$ cat src/rtl/lld_pkg.sv
`timescale 1ns / 1ps
`default_nettype none
// ----------------------------------------------------------------------------
// lld_pkg
// Shared types and constants for the least-loaded dispatcher.
// ----------------------------------------------------------------------------
package lld_pkg;

  localparam int LOAD_W = 48;
  localparam int FAC_W  = 16;
  localparam int AMT_W  = 16;
  localparam int SEL_W  = 4;
  localparam int OP_W   = 2;
  localparam int NUM_W  = 5;
  localparam int PROD_W = FAC_W + AMT_W;

  localparam logic [OP_W-1:0] OP_LOAD     = 2'd0;
  localparam logic [OP_W-1:0] OP_DISPATCH = 2'd1;
  localparam logic [OP_W-1:0] OP_CLEAR    = 2'd2;

  // Candidate travelling down the cell chain.
  typedef struct packed {
    logic              tok;
    logic              found;
    logic [LOAD_W-1:0] load;
    logic [FAC_W-1:0]  factor;
  } cand_t;

  // Broadcast control from the sequencer to every cell.
  typedef struct packed {
    logic              clr;
    logic              fac_we;
    logic [SEL_W-1:0]  fac_sel;
    logic [FAC_W-1:0]  fac_val;
    logic              load_we;
    logic [LOAD_W-1:0] load_val;
  } cell_ctrl_t;

endpackage
`default_nettype wire

$ cat src/rtl/lld_cell.sv
`timescale 1ns / 1ps
`default_nettype none
// ----------------------------------------------------------------------------
// lld_cell
// One server: holds its factor and load, and passes the best candidate on.
// ----------------------------------------------------------------------------
module lld_cell #(
  parameter int IDX   = 0,
  parameter int IDX_W = 4,
  parameter int CNT_W = 5
) (
  input  wire                      clk_i,
  input  wire                      rst_ni,
  input  wire lld_pkg::cell_ctrl_t ctrl_i,
  input  wire  [IDX_W-1:0]         wr_idx_i,
  input  wire                      first_i,
  input  wire  [IDX_W-1:0]         target_i,
  input  wire  [CNT_W-1:0]         n_use_i,
  input  wire lld_pkg::cand_t      cand_i,
  input  wire  [IDX_W-1:0]         idx_i,
  output lld_pkg::cand_t           cand_o,
  output logic [IDX_W-1:0]         idx_o
);
  import lld_pkg::*;

  localparam logic [IDX_W-1:0] MY_IDX = IDX_W'(IDX);
  localparam logic [CNT_W-1:0] MY_CNT = CNT_W'(IDX);
  localparam bit               SEL_OK = (IDX < (1 << SEL_W));
  localparam logic [SEL_W-1:0] MY_SEL = SEL_W'(IDX);

  logic [LOAD_W-1:0] load_q;
  logic [FAC_W-1:0]  factor_q;
  logic              tok_q;
  logic              found_q;
  logic [LOAD_W-1:0] cload_q;
  logic [FAC_W-1:0]  cfac_q;
  logic [IDX_W-1:0]  idx_q;
  logic              in_use;
  logic              take;

  assign in_use = (MY_CNT < n_use_i);

  // strict less-than keeps ties on the lower index
  always_comb begin
    if (first_i) begin
      take = in_use && (target_i == MY_IDX);
    end else begin
      take = in_use && (!cand_i.found || (load_q < cand_i.load));
    end
  end

  always_ff @(posedge clk_i or negedge rst_ni) begin
    if (!rst_ni) begin
      load_q <= '0;
      tok_q  <= 1'b0;
    end else begin
      tok_q <= cand_i.tok;
      if (ctrl_i.clr) begin
        load_q <= '0;
      end else if (ctrl_i.load_we && (wr_idx_i == MY_IDX)) begin
        load_q <= ctrl_i.load_val;
      end
    end
  end

  always_ff @(posedge clk_i) begin
    if (SEL_OK && ctrl_i.fac_we && (ctrl_i.fac_sel == MY_SEL)) begin
      factor_q <= ctrl_i.fac_val;
    end
    if (take) begin
      found_q <= 1'b1;
      cload_q <= load_q;
      cfac_q  <= factor_q;
      idx_q   <= MY_IDX;
    end else begin
      found_q <= cand_i.found;
      cload_q <= cand_i.load;
      cfac_q  <= cand_i.factor;
      idx_q   <= idx_i;
    end
  end

  assign cand_o = '{tok: tok_q, found: found_q, load: cload_q, factor: cfac_q};
  assign idx_o  = idx_q;

endmodule
`default_nettype wire

$ cat src/rtl/lld_mac.sv
`timescale 1ns / 1ps
`default_nettype none
// ----------------------------------------------------------------------------
// lld_mac
// Two-stage multiply-add: load + size * factor, saturating at 48 bits.
// ----------------------------------------------------------------------------
module lld_mac (
  input  wire                       clk_i,
  input  wire                       rst_ni,
  input  wire                       go_i,
  input  wire  [lld_pkg::LOAD_W-1:0] load_i,
  input  wire  [lld_pkg::FAC_W-1:0]  fac_i,
  input  wire  [lld_pkg::AMT_W-1:0]  amt_i,
  output logic                      vld_o,
  output logic [lld_pkg::LOAD_W-1:0] sum_o
);
  import lld_pkg::*;

  logic              vld1_q;
  logic              vld2_q;
  logic [PROD_W-1:0] prod_q;
  logic [LOAD_W-1:0] load1_q;
  logic [LOAD_W-1:0] sum_q;
  logic [LOAD_W:0]   sum_wide;

  assign sum_wide = {1'b0, load1_q} + {{(LOAD_W + 1 - PROD_W){1'b0}}, prod_q};

  always_ff @(posedge clk_i or negedge rst_ni) begin
    if (!rst_ni) begin
      vld1_q <= 1'b0;
      vld2_q <= 1'b0;
    end else begin
      vld1_q <= go_i;
      vld2_q <= vld1_q;
    end
  end

  always_ff @(posedge clk_i) begin
    prod_q  <= PROD_W'(amt_i) * PROD_W'(fac_i);
    load1_q <= load_i;
    sum_q   <= sum_wide[LOAD_W] ? {LOAD_W{1'b1}} : sum_wide[LOAD_W-1:0];
  end

  assign vld_o = vld2_q;
  assign sum_o = sum_q;

endmodule
`default_nettype wire

$ cat src/rtl/least_loaded_dispatch.sv
`timescale 1ns / 1ps
`default_nettype none
// ----------------------------------------------------------------------------
// least_loaded_dispatch
// Greedy dispatcher: one job per server in use by index, then least loaded.
// ----------------------------------------------------------------------------
// Input transactions carry the opcode on s_axis_tuser and the server select
// and amount on s_axis_tdata. Every input transaction yields one output
// transaction with chosen server, its new finish time and the makespan.
// cfg_we_i/cfg_wdata_i write the server count; write it only while idle.
//
// Load, clear and no-op pass from idle to the emit state, which moves the
// result into the output register once that register is free.
// A dispatch waits in the busy state: a token walks the chain of server
// cells one cell per cycle to find the minimum load, then a two-stage
// multiply-add updates the chosen server, and the emit state passes on
// its result. One transaction is in flight at a time; a finished
// result waits in the output register while the next input is accepted, and
// a stalled receiver holds the block once that register and the result
// stage are both full.
//
// Reset clears all loads, the first-round counter and the makespan, and
// sets the server count to 1. Factors are unknown until loaded.
// ----------------------------------------------------------------------------
module least_loaded_dispatch #(
  parameter int MAX_SERVERS = 16
) (
  input  wire                          clk_i,
  input  wire                          rst_ni,
  input  wire                          cfg_we_i,
  input  wire  [lld_pkg::NUM_W-1:0]    cfg_wdata_i,
  input  wire                          s_axis_tvalid,
  output logic                         s_axis_tready,
  input  wire  [23:0]                  s_axis_tdata,   // server_sel, amount, pad
  input  wire  [lld_pkg::OP_W-1:0]     s_axis_tuser,   // opcode
  output logic                         m_axis_tvalid,
  input  wire                          m_axis_tready,
  output logic [103:0]                 m_axis_tdata    // chosen_server,
                                                       // server_finish,
                                                       // makespan, pad
);
  import lld_pkg::*;

  localparam int IDX_W = (MAX_SERVERS > 1) ? $clog2(MAX_SERVERS) : 1;
  localparam int CNT_W = $clog2(MAX_SERVERS + 1);

  localparam logic [1:0] S_IDLE = 2'd0;
  localparam logic [1:0] S_BUSY = 2'd1;
  localparam logic [1:0] S_EMIT = 2'd2;

  logic [1:0]        state_q;
  logic [NUM_W-1:0]  num_q;
  logic [CNT_W-1:0]  n_use;
  logic [CNT_W-1:0]  jobs_q;
  logic [LOAD_W-1:0] max_q;
  logic              first_q;
  logic [IDX_W-1:0]  target_q;
  logic [AMT_W-1:0]  amt_q;
  logic              start_q;
  logic [IDX_W-1:0]  pick_idx_q;
  logic [IDX_W-1:0]  res_idx_q;
  logic [LOAD_W-1:0] res_fin_q;
  logic [LOAD_W-1:0] res_mk_q;
  logic              out_vld_q;
  logic [103:0]      out_data_q;

  logic              accept;
  logic [OP_W-1:0]   op;
  logic [SEL_W-1:0]  sel;
  logic [AMT_W-1:0]  amt;
  logic              mac_vld;
  logic [LOAD_W-1:0] mac_sum;
  cell_ctrl_t        ctrl;

  cand_t             chain     [0:MAX_SERVERS];
  logic [IDX_W-1:0]  idx_chain [0:MAX_SERVERS];

  assign accept = s_axis_tvalid && s_axis_tready;
  assign op     = s_axis_tuser;
  assign sel    = s_axis_tdata[3:0];
  assign amt    = s_axis_tdata[19:4];

  assign s_axis_tready = (state_q == S_IDLE);

  always_comb begin
    if (num_q == '0) begin
      n_use = CNT_W'(1);
    end else if (int'(num_q) > MAX_SERVERS) begin
      n_use = CNT_W'(MAX_SERVERS);
    end else begin
      n_use = CNT_W'(num_q);
    end
  end

  always_comb begin
    ctrl.clr      = accept && (op == OP_CLEAR);
    ctrl.fac_we   = accept && (op == OP_LOAD);
    ctrl.fac_sel  = sel;
    ctrl.fac_val  = amt;
    ctrl.load_we  = mac_vld;
    ctrl.load_val = mac_sum;
  end

  assign chain[0]     = '{tok: start_q, found: 1'b0, load: '0, factor: '0};
  assign idx_chain[0] = '0;

  for (genvar k = 0; k < MAX_SERVERS; k++) begin : g_cell
    lld_cell #(
      .IDX   (k),
      .IDX_W (IDX_W),
      .CNT_W (CNT_W)
    ) u_cell (
      .clk_i    (clk_i),
      .rst_ni   (rst_ni),
      .ctrl_i   (ctrl),
      .wr_idx_i (pick_idx_q),
      .first_i  (first_q),
      .target_i (target_q),
      .n_use_i  (n_use),
      .cand_i   (chain[k]),
      .idx_i    (idx_chain[k]),
      .cand_o   (chain[k+1]),
      .idx_o    (idx_chain[k+1])
    );
  end

  lld_mac u_mac (
    .clk_i  (clk_i),
    .rst_ni (rst_ni),
    .go_i   (chain[MAX_SERVERS].tok),
    .load_i (chain[MAX_SERVERS].load),
    .fac_i  (chain[MAX_SERVERS].factor),
    .amt_i  (amt_q),
    .vld_o  (mac_vld),
    .sum_o  (mac_sum)
  );

  // control
  always_ff @(posedge clk_i or negedge rst_ni) begin
    if (!rst_ni) begin
      state_q   <= S_IDLE;
      num_q     <= NUM_W'(1);
      jobs_q    <= '0;
      max_q     <= '0;
      start_q   <= 1'b0;
      out_vld_q <= 1'b0;
    end else begin
      start_q <= accept && (op == OP_DISPATCH);
      if (cfg_we_i) begin
        num_q <= cfg_wdata_i;
      end
      if ((state_q == S_EMIT) && (!out_vld_q || m_axis_tready)) begin
        out_vld_q <= 1'b1;
      end else if (out_vld_q && m_axis_tready) begin
        out_vld_q <= 1'b0;
      end
      case (state_q)
        S_IDLE: begin
          if (accept) begin
            if (op == OP_DISPATCH) begin
              state_q <= S_BUSY;
              if (jobs_q < n_use) begin
                jobs_q <= jobs_q + CNT_W'(1);
              end
            end else begin
              state_q <= S_EMIT;
              if (op == OP_CLEAR) begin
                jobs_q <= '0;
                max_q  <= '0;
              end
            end
          end
        end
        S_BUSY: begin
          if (mac_vld) begin
            state_q <= S_EMIT;
            if (mac_sum > max_q) begin
              max_q <= mac_sum;
            end
          end
        end
        S_EMIT: begin
          if (!out_vld_q || m_axis_tready) begin
            state_q <= S_IDLE;
          end
        end
        default: begin
          state_q <= S_IDLE;
        end
      endcase
    end
  end

  // payload
  always_ff @(posedge clk_i) begin
    if (accept) begin
      amt_q     <= amt;
      first_q   <= (jobs_q < n_use);
      target_q  <= jobs_q[IDX_W-1:0];
      res_idx_q <= '0;
      res_fin_q <= '0;
      res_mk_q  <= (op == OP_CLEAR) ? '0 : max_q;
    end
    if (chain[MAX_SERVERS].tok) begin
      pick_idx_q <= idx_chain[MAX_SERVERS];
    end
    if (mac_vld) begin
      res_idx_q <= pick_idx_q;
      res_fin_q <= mac_sum;
      res_mk_q  <= (mac_sum > max_q) ? mac_sum : max_q;
    end
    if ((state_q == S_EMIT) && (!out_vld_q || m_axis_tready)) begin
      out_data_q <= {4'b0, res_mk_q, res_fin_q, 4'(res_idx_q)};
    end
  end

  assign m_axis_tvalid = out_vld_q;
  assign m_axis_tdata  = out_data_q;

  a_mac_in_busy : assert property (@(posedge clk_i) disable iff (!rst_ni)
    mac_vld |-> (state_q == S_BUSY))
    else $error("multiply-add result outside a dispatch");

  a_chain_found : assert property (@(posedge clk_i) disable iff (!rst_ni)
    chain[MAX_SERVERS].tok |-> chain[MAX_SERVERS].found)
    else $error("search token left the chain without a server");

  a_clear : assert property (@(posedge clk_i) disable iff (!rst_ni)
    (accept && (op == OP_CLEAR)) |=> ((max_q == '0) && (jobs_q == '0)))
    else $error("clear did not reset makespan and job count");

  a_makespan : assert property (@(posedge clk_i) disable iff (!rst_ni)
    mac_vld |=> (max_q >= $past(mac_sum)))
    else $error("makespan below a finish time");

endmodule
`default_nettype wire

$ cat config.mk
export PLATFORM = sky130hd
export DESIGN_NAME = least_loaded_dispatch
export DESIGN_NICKNAME = d
export VERILOG_FILES = /design/src/rtl/lld_pkg.sv /design/src/rtl/lld_cell.sv /design/src/rtl/lld_mac.sv /design/src/rtl/least_loaded_dispatch.sv
export SDC_FILE = /design/constraint.sdc
export NUM_CORES = 2
export LEC_CHECK = 0
export BUFFER_PORTS_ARGS = -buffer_cell sky130_fd_sc_hd__buf_4
export CORE_UTILIZATION = 57
export DETAILED_ROUTE_END_ITERATION = 8
export PLACE_DENSITY = 0.73
export SYNTH_ARGS = -nofsm -noshare
export SYNTH_HDL_FRONTEND = slang
export SYNTH_SLANG_ARGS = --single-unit
$ cat constraint.sdc
create_clock -name clk_i -period 5.7 [get_ports clk_i]
set_clock_uncertainty 0.05 [all_clocks]
set_input_delay 0.285 -clock clk_i [delete_from_list [all_inputs] [get_ports clk_i]]
set_output_delay 0.285 -clock clk_i [all_outputs]
set_load 0.02 [all_outputs]
# After elaboration in Yosys (flattened, before gate mapping)
# Cells that the tools add are included.
[word_totals] elab_cells=454 input_bits=36 ff_bits=2545
[classes] add_sub_neg=2 multipliers=1 reduce_logical=130 n_eq_ne=54 order_cmp=34 mux=104
[ops] operator="$mux 48" n=56
[ops] operator="$lt 48x48->1" n=15
[ops] operator="$mux 16" n=15
[ops] operator="$eq 4x4->1 const B" n=24
[ops] operator="$pmux 48 s2" n=1
[ops] operator="$logic_and 1x1->1" n=69
[ops] operator="$add 48x32->49" n=1
[ops] operator="$eq 4x3->1 const B" n=12
[ops] operator="$gt 48x48->1" n=1
[ops] operator="$lt 4x5->1 const A" n=8
[ops] operator="$reduce_bool 2->1" n=20
[ops] operator="$mul 16x16->32" n=1
[ops] operator="$mux 5" n=5
[ops] operator="$eq 4x2->1 const B" n=6
[ops] operator="$lt 3x5->1 const A" n=4
[ops] operator="$mux 1" n=20
[ops] operator="$logic_not 1->1" n=16
[ops] operator="$logic_or 1x1->1" n=16
[ops] operator="$eq 4x1->1 const B" n=3
[ops] operator="$logic_not 4->1" n=3
[ops] operator="$lt 1x5->1 const A" n=2
[ops] operator="$lt 2x5->1 const A" n=2
[ops] operator="$mux 2" n=4
[ops] operator="$mux 4" n=2
[ops] operator="12 further kinds" n=19

# Longest topological paths before layout
[depth] word_depth=7 mapped_depth=24 ltp_nobuf=23

# Cells and area by module
# Synthesis repeated with hierarchy kept, for this count alone.
[hier_totals] hier_cells=14890 area_unflattened_um2=139985.5
[modules_own_cells] module="lld_mac" cells_each=1466 instances=1 area_per_inst_um2=13514.2
[modules_own_cells] module="least_loaded_dispatch" cells_each=819 instances=1 area_per_inst_um2=11845.1
[modules_own_cells] module="lld_cell at g_cell[10].u_cell" cells_each=970 instances=1 area_per_inst_um2=8229.1
[modules_own_cells] module="lld_cell at g_cell[9].u_cell" cells_each=970 instances=1 area_per_inst_um2=8215.4
[modules_own_cells] module="lld_cell at g_cell[2].u_cell" cells_each=972 instances=1 area_per_inst_um2=8212.9
[modules_own_cells] module="lld_cell at g_cell[12].u_cell" cells_each=970 instances=1 area_per_inst_um2=8211.6
[modules_own_cells] module="lld_cell at g_cell[1].u_cell" cells_each=972 instances=1 area_per_inst_um2=8207.9
[modules_own_cells] module="lld_cell at g_cell[8].u_cell" cells_each=971 instances=1 area_per_inst_um2=8201.6
[modules_own_cells] module="lld_cell at g_cell[13].u_cell" cells_each=989 instances=1 area_per_inst_um2=8126.5
[modules_own_cells] module="lld_cell at g_cell[6].u_cell" cells_each=986 instances=1 area_per_inst_um2=8102.8
[modules_own_cells] module="lld_cell at g_cell[4].u_cell" cells_each=988 instances=1 area_per_inst_um2=8096.5
[modules_own_cells] module="lld_cell at g_cell[5].u_cell" cells_each=544 instances=1 area_per_inst_um2=5885.6
[modules_own_cells] module="lld_cell at g_cell[11].u_cell" cells_each=544 instances=1 area_per_inst_um2=5884.4
[modules_own_cells] module="lld_cell at g_cell[14].u_cell" cells_each=546 instances=1 area_per_inst_um2=5865.6
[modules_own_cells] module="4 more rows"

# Worst setup path before layout
# Ideal clock, no wire load.
[synth_timing] kind="reg-to-reg" start="register amt_q[9]" end="register u_mac.prod_q[29]" slack_ns=-0.524 setup_time_ns=0.072 required_ns=5.578 path_buffers=1 stages_incl_launch_ff=22 t_arrival_ns=6.102 synth_period_minus_slack_ns=6.224 cell_sequence="edfxtp_1 clkbuf_1 nand2_1 fa_1 fa_1 fa_1 inv_1 fa_1 fa_1 inv_1 fa_1 inv_1 ha_1 a21oi_1 a32oi_1 and4_1 a211o_1 a2111oi_4 nor3_1 o31a_1 nor2_1 xnor2_1"
[synth_via] elab_chain_len=1
[synth_rtl] item="from (decl)" line="least_loaded_dispatch.sv:58" text="logic [AMT_W-1:0] amt_q;"
[synth_rtl] item="from (signal assigned)" line="least_loaded_dispatch.sv:197" text="amt_q <= amt;"
[synth_rtl] item="$mul 16x16->32" line="lld_mac.sv:39" text="prod_q <= PROD_W'(amt_i) * PROD_W'(fac_i);"
[synth_rtl] item="to (signal assigned)" line="lld_mac.sv:39"
[synth_rtl] item="to (decl)" line="lld_mac.sv:21" text="logic [PROD_W-1:0] prod_q;"
# Every way passes these cells.
# A chain may end at the register's enable or synchronous reset.

# Worst setup path after layout
[layout_timing] start="register amt_q[8]" end="register u_mac.prod_q[25]"
# Same word-level chain as after synthesis.

==> impl_metrics.tcl <==
set metrics [dict create \
    status "finished, violations left" \
    violations "setup timing" \
    die-area_sq_mm 0.208 \
    ys_warn_count 0 \
    worstPathCellList "buf_6, and2_4, fa_1, inv_1, fa_1, fa_1, inv_1, fa_1, fa_1, inv_2, fa_1, inv_2, ha_4, a21oi_4, nand3b_1, a21o_1, a211o_1, a2111oi_4, buf_4, nor2_2, buf_4, buf_4, nor2_1, nor2_1" \
    htreeDepth 5 \
    cp-end-kind "flip-flop" \
    place_congestion 0.914 \
    pin_count 142 \
    syn_avg_cell_area_sq_um 10.5 \
    grt_pass1_vias 83242 \
    reg2regPathDepth 24 \
    holdPathStages 3 \
    critPathLaunchType "flip-flop" \
    layout.nets 12491 \
    worst_pin_slew_ns 1.26 \
    start_util_pct 57.4 \
    worst_slack_ns -0.355 \
    drtIter0Drc 6374 \
    avgViaCountPerCell 5.72 \
    ys_seq_area_share_pct 51.1 \
    hp-start "s_axis_tdata[0]" \
    grt_overflow 0 \
    dp_slack_ns -0.519 \
    fmax_mhz 165 \
    io_buffers 133 \
    cts_tree "yes" \
    synth_edf_count 481 \
    hold_ws_ns 0.0831 \
    reg2reg_from "amt_q[8]$_DFFE_PP_" \
    crit_path_top_delay_cell "fa_1" \
    syn_area_sq_mm 0.118 \
    drive_above_1_share_pct 16.2 \
    first_pass_iters 6 \
    core_sq_mm 0.205 \
    finalCritPeriodShare_pct 106 \
    crit_required_ns 6.46 \
    placed_area_sq_mm 0.122 \
    clkLatencyLatePin_ns 0.94 \
    worstPathMaxFanout 5 \
    rsz0062_at_grt "yes" \
    critical-path-top-delay-family "adder cells" \
    grt_start_max_net_pins 206 \
    cts_max_path_buffers 4 \
    synth-seq-cells 2545 \
    syn_to_final_growth_pct 12.3 \
    final_common_cell "nand2_1" \
    drc 0 \
    hold_violations 0 \
    yosysUniqueCellTypes 87 \
    slew-limit-headroom_pct 14.0 \
    drt-wirelength-per-cell_microns 20.7 \
    min_to "g_cell[5].u_cell.factor_q[8]$_DFFE_PP_" \
    crit_top_cell "fa_1" \
    setup_viol 14 \
    ys.flop_type "dfxtp_1" \
    maxSlewViolCount 0 \
    period_needed_ns 6.05 \
    cts.clk_slew.worst_paths_ns 0.06 \
    cts_buffers 277 \
    path_class "flip-flop to flip-flop" \
    fin_area_sq_mm 0.132 \
    antenna_left 0 \
    mostFrequentLayoutCells "nand2_1 (2028), dfxtp_1 (1208), inv_1 (1051), a21oi_1 (1004), ha_1 (883)" \
    cap_violations 0 \
    multi_input_area_sq_mm 0.0518 \
    synthArstFlopShare_pct 33.3 \
    hold_class "input pin to flip-flop" \
    wl_microns 295000 \
    critical_path_buf_inv_count 8 \
    num_vias 81515 \
    rr_endpoint "u_mac.prod_q[25]$_DFF_P_" \
    die_y_microns 456 \
    grt.total_usage_pct 28.3 \
    cts.sinks 2545 \
    fp-row-count 166 \
    cpPeakStageDelay_ns 0.52 \
    seq_area_sq_mm 0.0600 \
    syn_inst 11219 \
    grt_pass1_wl_microns 467000 \
    die_w_microns 456 \
    worstSetupStartpoint "amt_q[8]$_DFFE_PP_" \
    antenna_found_initial 4 \
    cp_data_arrival_time_ns 6.81 \
    cts_root_buffer "clkbuf_16" \
    r2r_slack_ns -0.35 \
    place_hpwl_microns 205000 \
    fillers 15616 \
]
[registers in the layout, summed over array words and instances, names as in the netlist, 2 cells and up]
name                    count
g_cell.u_cell.cfac_q      256
u_mac.load1_q              48
pick_idx_q                  4
g_cell.u_cell.found_q      15
g_cell.u_cell.tok_q        16
amt_q                      16
g_cell.u_cell.factor_q    256
u_mac.prod_q               32
m_axis_tdata              100
jobs_q                      5
state_q                     2
res_fin_q                  48
u_mac.sum_o                48
g_cell.u_cell.cload_q     768
num_q                       5
g_cell.u_cell.idx_o        49
res_mk_q                   48
res_idx_q                   4
g_cell.u_cell.load_q      768
max_q                      48
target_q                    4
[cells by family after synthesis]
| group | Yosys count | synth area share [%] |
|---|---|---|
| flip-flops | 2545 | 51.1 |
| multiplexers | 1004 | 9.57 |
| other | 1 | 0.00319 |
| buffers and inverters | 1665 | 5.57 |
| AND/OR/NAND/NOR | 3055 | 11.3 |
| XOR/XNOR | 57 | 0.425 |
| AO/OA/AOI/OAI | 1803 | 9.24 |
| adder cells (fa/ha/maj) | 1089 | 12.8 |
[cell type report]
class	instances	area share [%]
Sequential cell	2545	45.5
Multi-Input combinational cell	7012	39.2
Clock buffer	387	6.08
Inverter	1068	3.04
Timing Repair Buffer	462	2.95
Tap cell	2688	2.55
Clock inverter	95	0.671
Antenna cell	3	0.00569
[worst max path at each step]
stage	to	cells after the start
6_report	u_mac.prod_q[25]$_DFF_P_	24
5_1_grt	u_mac.prod_q[25]$_DFF_P_	24
4_1_cts	u_mac.prod_q[29]$_DFF_P_	22
2_1_floorplan	u_mac.prod_q[29]$_DFF_P_	22
3_3_place_gp	u_mac.prod_q[29]$_DFF_P_	20
3_5_place_dp	u_mac.prod_q[30]$_DFF_P_	23
[cell usage after synthesis (21+ instances only)]
cell type	count	area (sq um)
mux2_2	861	9700
a311oi_1	47	412
dfrtp_1	847	21200
mux2i_1	49	490
a211oi_1	27	203
nor3_1	89	445
dfxtp_1	1216	24300
buf_2	80	400
clkbuf_1	462	1730
inv_1	1065	4000
mux2_1	94	1060
xnor2_1	36	315
a31oi_1	26	163
a21oi_1	1018	5090
a21o_1	309	2320
xor2_1	21	184
ha_1	894	11200
o211ai_1	69	518
and2_1	201	1260
nand3_1	83	415
nand2b_1	63	394
and3_1	61	382
edfxtp_1	481	14400
o21ai_0	139	696
fa_1	195	3900
buf_4	28	210
nand2_1	2035	7640
nor2_1	233	875
nor2b_1	51	319
nand4_1	151	945
[worst min-delay path, stage by stage]
cell and delay (ns):
buf_4 0.13, nand2_1 0.18, nor2_2 0.22
[what timing repair did]
item / 4_1_cts / 5_1_grt
endpoints found under the hold margin: 529 / 0
resized for setup: 36 / 32
hold buffers: 38 / 0
buffers inserted: 15 / 8
setup endpoints to repair: 16 / 17
pin swaps: 37 / 32
[through the flow]
step	TNS (ns)	utilization, %	std cells
after CTS	-3.24	64.4	14252
after detailed placement	-4.75	59.7	13719
after floorplan	0	-	11222
final	-2.77	64.4	14260
after global routing	-5.83	64.4	14259
after global placement	-4.33	59.7	13719
[per-layer routing]
layer,share of wire [%],up-vias,global-route usage [%]
li1,-,38084,-
met1,42,40329,37.3
met2,47,2441,46.7
met3,6.0,657,4.18
met4,4.3,4,12.2
met5,0.0091,-,0
Power is not shown: default switching activity piles up to over one toggle a cycle in this logic, so the estimate is an artifact.
